===== config.mk =====
export PLATFORM = sky130hd
export DESIGN_NAME = bap_divider
export DESIGN_NICKNAME = d
export VERILOG_FILES = /design/src/rtl/bap_pkg.sv /design/src/rtl/bap_divider.sv
export SDC_FILE = /design/constraint.sdc
export NUM_CORES = 1
export LEC_CHECK = 0
export ABC_AREA = 0
export BUFFER_PORTS_ARGS = -buffer_cell sky130_fd_sc_hd__buf_2
export CAP_MARGIN = 20
export CORE_MARGIN = 4
export CORE_UTILIZATION = 50
export DETAILED_ROUTE_END_ITERATION = 10
export GPL_TIMING_DRIVEN = 1
export PLACE_DENSITY = 0.72
export SLEW_MARGIN = 15
export SYNTH_ARGS = -nofsm -noshare
export SYNTH_HDL_FRONTEND = slang
export SYNTH_SLANG_ARGS = --single-unit

===== constraint.sdc =====
create_clock -name clk -period 5.4 [get_ports clk]
set_clock_uncertainty 0.15 [all_clocks]
set_input_delay 1.08 -clock clk [delete_from_list [all_inputs] [get_ports clk]]
set_output_delay 1.08 -clock clk [all_outputs]
set_load 0.01 [all_outputs]

===== src/rtl/bap_pkg.sv =====
package bap_pkg;

	localparam int CHAN_W     = 16;
	localparam int LANES      = 4;
	localparam int PIX_W      = CHAN_W * LANES;
	localparam int SUM_W      = 32;
	localparam int DVD_W      = SUM_W + 1;
	localparam int CFG_IDX_W  = 2;
	localparam int CFG_DATA_W = 13;
	localparam int BSIZE_W    = 9;
	localparam int ISIZE_W    = 13;

	localparam logic [BSIZE_W-1:0] BLOCK_WIDTH_RST  = 9'd8;
	localparam logic [BSIZE_W-1:0] BLOCK_HEIGHT_RST = 9'd8;
	localparam logic [ISIZE_W-1:0] IMAGE_WIDTH_RST  = 13'd640;
	localparam logic [ISIZE_W-1:0] IMAGE_HEIGHT_RST = 13'd480;

	localparam logic CMD_PIXEL = 1'b0;
	localparam logic CMD_DRAIN = 1'b1;

	typedef enum logic [CFG_IDX_W-1:0] {
		REG_BLOCK_WIDTH  = 2'd0,
		REG_BLOCK_HEIGHT = 2'd1,
		REG_IMAGE_WIDTH  = 2'd2,
		REG_IMAGE_HEIGHT = 2'd3
	} cfg_reg_t;

	typedef enum logic [3:0] {
		ST_IDLE = 4'b0001,
		ST_READ = 4'b0010,
		ST_DIV  = 4'b0100,
		ST_WAIT = 4'b1000
	} state_t;

	typedef logic [LANES-1:0][CHAN_W-1:0] chan4_t;
	typedef logic [LANES-1:0][SUM_W-1:0]  sum4_t;
	typedef logic [LANES-1:0][DVD_W-1:0]  dvd4_t;

endpackage


===== src/rtl/bap_divider.sv =====
module bap_divider #(
	parameter int DIV_W = 18
) (
	input  logic                     clk,
	input  logic                     arst_n,
	input  logic                     start,
	input  bap_pkg::dvd4_t           dividend,
	input  logic [DIV_W-1:0]         divisor,
	output logic                     done,
	output bap_pkg::chan4_t          quotient
);
	import bap_pkg::*;

	localparam int STEP_W = $clog2(DVD_W + 1);

	logic                           busy_q;
	logic                           done_q;
	logic [STEP_W-1:0]              step_q;
	logic [DIV_W-1:0]               divisor_q;
	dvd4_t                          dvd_q;
	logic [LANES-1:0][DIV_W-1:0]    rem_q;
	dvd4_t                          dvd_d;
	logic [LANES-1:0][DIV_W-1:0]    rem_d;

	// one quotient bit per lane and cycle, restoring
	always_comb begin
		logic [DIV_W:0] trial;
		for (int i = 0; i < LANES; i++) begin
			trial = {rem_q[i], dvd_q[i][DVD_W-1]};
			if (trial >= {1'b0, divisor_q}) begin
				rem_d[i] = DIV_W'(trial - {1'b0, divisor_q});
				dvd_d[i] = {dvd_q[i][DVD_W-2:0], 1'b1};
			end else begin
				rem_d[i] = trial[DIV_W-1:0];
				dvd_d[i] = {dvd_q[i][DVD_W-2:0], 1'b0};
			end
		end
	end

	always_ff @(posedge clk or negedge arst_n) begin
		if (!arst_n) begin
			busy_q <= 1'b0;
			done_q <= 1'b0;
			step_q <= '0;
		end else begin
			done_q <= 1'b0;
			if (start) begin
				busy_q <= 1'b1;
				step_q <= STEP_W'(DVD_W);
			end else if (busy_q) begin
				step_q <= step_q - 1'b1;
				if (step_q == STEP_W'(1)) begin
					busy_q <= 1'b0;
					done_q <= 1'b1;
				end
			end
		end
	end

	always_ff @(posedge clk) begin
		if (start) begin
			dvd_q     <= dividend;
			rem_q     <= '0;
			divisor_q <= divisor;
		end else if (busy_q) begin
			dvd_q <= dvd_d;
			rem_q <= rem_d;
		end
	end

	assign done = done_q;
	always_comb begin
		for (int i = 0; i < LANES; i++) begin
			quotient[i] = dvd_q[i][CHAN_W-1:0];
		end
	end
endmodule


==> run_results.csv <==
group,metric,value,unit
status,status,"finished, final reports clean",
synthesis,ys_top_cells_by_area,"edfxtp_1, mux2_2, dfxtp_1",
layout,instances_no_fill,1708,
cts,cts-buffers-inserted,26,
synthesis,yosysWarnings,0,
synthesis,yosysMostFrequentCell,"edfxtp_1",
timing,grt_setup_unrepaired,"false",
drt,vias,9603,
grt,grt_overflow_total,0,
timing,setup_tns,0,ps
setup_path,crit_path_end_kind,"flip-flop",
run,drv_cap,0,
synthesis,synth_xor_area_share,3.84,%
cts,ctsLongestPathBuffers,3,
setup_path,timing.critical_path.buf_inv,2,
setup_path,crit_required,5700,ps
power,combPwrFrac,39.4,%
timing,period_share,72.7,%
grt,grt_max_degree,91,
synthesis,netlist_area,13500,um2
timing,slew_viol_final,0,
timing,period_needed,3930,ps
power,peakVddDrop,0.000275,V
drt,drtIter0Drc,471,
synthesis,synthTopCellsByCount,"edfxtp_1, mux2_2, nor2_1",
synthesis,synth_nets,1444,
power,p_sw_share,34.9,%
hold_path,hp-class,"in2async",
floorplan,start_util,51.3,%
synthesis,ys_seq_elements,230,
drt,routed_via_density,5.62,
synthesis,synth.distinct_cells,70,
drt,post_drt_wl_per_cell,18.0,um
power,p_seq_share,36.6,%
floorplan,die_x,172,um
setup_path,crit_family,"compound AO/OA/AOI/OAI gates",
timing,slew_headroom,32.7,%
cts,cts_max_level,1,
synthesis,synth_top_family_by_area,"multiplexers",
timing,setup_viol,0,
cts,post_cts_resized,0,
cts,cts_setup_buffers,0,
placement,dp.cells,1660,
grt,first_global_vias,9522,
grt,grt_antenna_before_repair,2,
floorplan,fp.dieH,172,um
drt,drt-pass1-iter-count,5,
power,pwr-share-clk,24.0,%
synthesis,syn_inst,1213,
floorplan,core,26300,um2
floorplan,io_pins,218,
synthesis,synthMuxAreaShare,14.6,%
synthesis,yosysTopAreaCellShare,33.4,%
timing,fmax,255,MHz
cts,cts_root_buffer,"clkbuf_16",
placement,dp_slack,1500,ps
layout,drive_gt1_share,30.6,%
placement,gp_congestion,0.888,
placement,numPortBuffers,217,
placement,dp_hpwl,21700,um
timing,worst_pin_slew,1010,ps
grt,grt_usage,20.0,%
synthesis,synth-main-ff-cell,"edfxtp_1",
setup_path,path_max_fanout,11,
setup_path,path_cells,"inv_1 -> ha_1 -> nor2b_1 -> o31ai_1 -> a21oi_2 -> o41ai_2 -> o31a_2 -> a31oi_4 -> nor2_2 -> buf_4 -> mux2_4 -> a211oi_2",
power,p_switching,2590,uW
setup_path,critical-path-max-stage-delay,510,ps
cts,clk_latency,530,ps
cts,cts.sinks,230,
timing,fin_ws,1470,ps
layout,fin_nets,1584,
layout,area_growth,13.0,%
setup_path,critPathLaunchType,"flip-flop",
setup_path,critical_path_class,"reg2reg",
synthesis,yosys.area_share.adder,7.47,%
synthesis,synth_enable_flop_cells,150,
grt,grt_pass1_wl,48200,um
cts,cts_tree,"done",
floorplan,dieArea,29600,um2
power,power_density,487,nW/um2
power,p_int,4830,uW
setup_path,critPathSlowestCell,"nor2_2",
drt,drc_errors,0,
synthesis,synthSimpleGateAreaFrac,9.21,%
synthesis,synth_compound_area_share,12.9,%
setup_path,arrival,4230,ps
floorplan,num_rows,59,
timing,final_hold_viol_count,0,
synthesis,async_reset_ff_share,3.48,%
synthesis,synth_top_cell_by_area,"edfxtp_1",
cts,postCtsHoldBufs,0,
synthesis,syn_area_per_cell,11.1,um2
synthesis,ys_seq_area_share,45.6,%
power,p_leak,0.00657,uW
drt,wl,30800,um
drt,ant_nets,0,
cts,clk_pin_slew,60,ps
## per-layer routing
metal / global-route usage (%) / vias to the layer above / wire (um)
li1: - / 4711 / -
met1: 26.2 / 4558 / 13100
met2: 33.8 / 275 / 14800
met3: 4.53 / 55 / 2130
met4: 5.57 / 4 / 767
met5: 0 / - / 22
## area by class of cell
| cell class | instances | area, um2 |
|---|---|---|
| multi-input combinational | 826 | 6470 |
| fill | 2181 | 11100 |
| clock inverter | 9 | 129 |
| sequential | 230 | 6150 |
| inverter | 42 | 163 |
| tap | 335 | 419 |
| clock buffer | 38 | 716 |
| timing repair buffer | 227 | 1180 |
| antenna | 1 | 2.50 |
## worst register-to-register path, cell delays in order, from the launching register on
cell	delay (ps)
edfxtp_1	500
inv_1	260
ha_1	290
nor2b_1	140
o31ai_1	230
a21oi_2	110
o41ai_2	430
o31a_2	270
a31oi_4	110
nor2_2	510
buf_4	340
mux2_4	320
a211oi_2	190
## cell families (layout without fill, tap and decap cells)
group / after synthesis / after routing
other: 0 / 1
XOR/XNOR: 59 / 59
AND/OR/NAND/NOR: 260 / 260
multiplexers: 180 / 180
adder cells (fa/ha/maj): 78 / 78
buffers and inverters: 157 / 316
AO/OA/AOI/OAI: 249 / 249
flip-flops: 230 / 230
## per-stage QoR
| step | hold slack (ps) | total power (uW) | cell area (um2) | util, % |
|---|---|---|---|---|
| floorplan | 295 | 5110 | 13500 | - |
| global placement | 313 | 5560 | 14400 | 54.7 |
| detailed placement | 319 | 5640 | 14400 | 54.7 |
| CTS | 209 | 7450 | 15200 | 57.9 |
| global route | 230 | 7900 | 15200 | 57.9 |
| finish | 227 | 7410 | 15200 | 57.9 |
## power by group through the flow
stage               Combinational, uW  Sequential, uW  Clock (uW)
floorplan                        2480            2630           0
global placement                 2830            2730           0
detailed placement               2900            2740           0
CTS                              2920            2720        1810
global route                     3240            2770        1890
finish                           2920            2720        1780
## cells in the final DEF (no fill, tap or decap), types with 5 or more instances in the layout
| master | n |
|---|---|
| o31ai_1 | 10 |
| dfxtp_1 | 72 |
| clkbuf_1 | 10 |
| o21bai_1 | 5 |
| o21a_1 | 13 |
| nand4_1 | 11 |
| buf_2 | 216 |
| nand2_1 | 47 |
| nor3_1 | 25 |
| buf_4 | 9 |
| nand2b_1 | 12 |
| a21o_1 | 20 |
| clkbuf_16 | 26 |
| nand3_1 | 14 |
| and3_1 | 6 |
| a21oi_1 | 57 |
| a211oi_1 | 54 |
| ha_1 | 74 |
| a31oi_1 | 5 |
| inv_1 | 41 |
| dfrtp_1 | 7 |
| nor2_1 | 103 |
| or3_1 | 5 |
| o21ai_0 | 32 |
| mux2i_1 | 49 |
| xnor2_1 | 41 |
| xor2_1 | 18 |
| o21ai_1 | 7 |
| mux2_2 | 129 |
| edfxtp_1 | 150 |
| nor2b_1 | 13 |
## state kept, by name, indices dropped and copies added (netlist names)
| name | count |
|---|---|
| done | 1 |
| rem_q | 72 |
| step_q | 6 |
| busy_q | 1 |
| divisor_q | 18 |
| quotient | 64 |
| dvd_q | 68 |
## worst paths after layout
check | slack, ps | cells past startpoint | startpoint | to
setup reg to reg | 1470 | 12 | divisor_q[1]$_DFFE_PP_ | rem_q[18]$_SDFFE_PP0P_
max in group asynchronous | 4690 | 1 | arst_n | busy_q$_DFF_PN0_
hold reg to reg | 330 | 2 | rem_q[30]$_SDFFE_PP0P_ | rem_q[30]$_SDFFE_PP0P_
min in group clk | 330 | 2 | rem_q[30]$_SDFFE_PP0P_ | rem_q[30]$_SDFFE_PP0P_
setup / recovery | 1470 | 12 | divisor_q[1]$_DFFE_PP_ | rem_q[18]$_SDFFE_PP0P_
hold / removal | 230 | 1 | arst_n | step_q[5]$_DFFE_PN0P_
(Power assumes the default switching activity.)
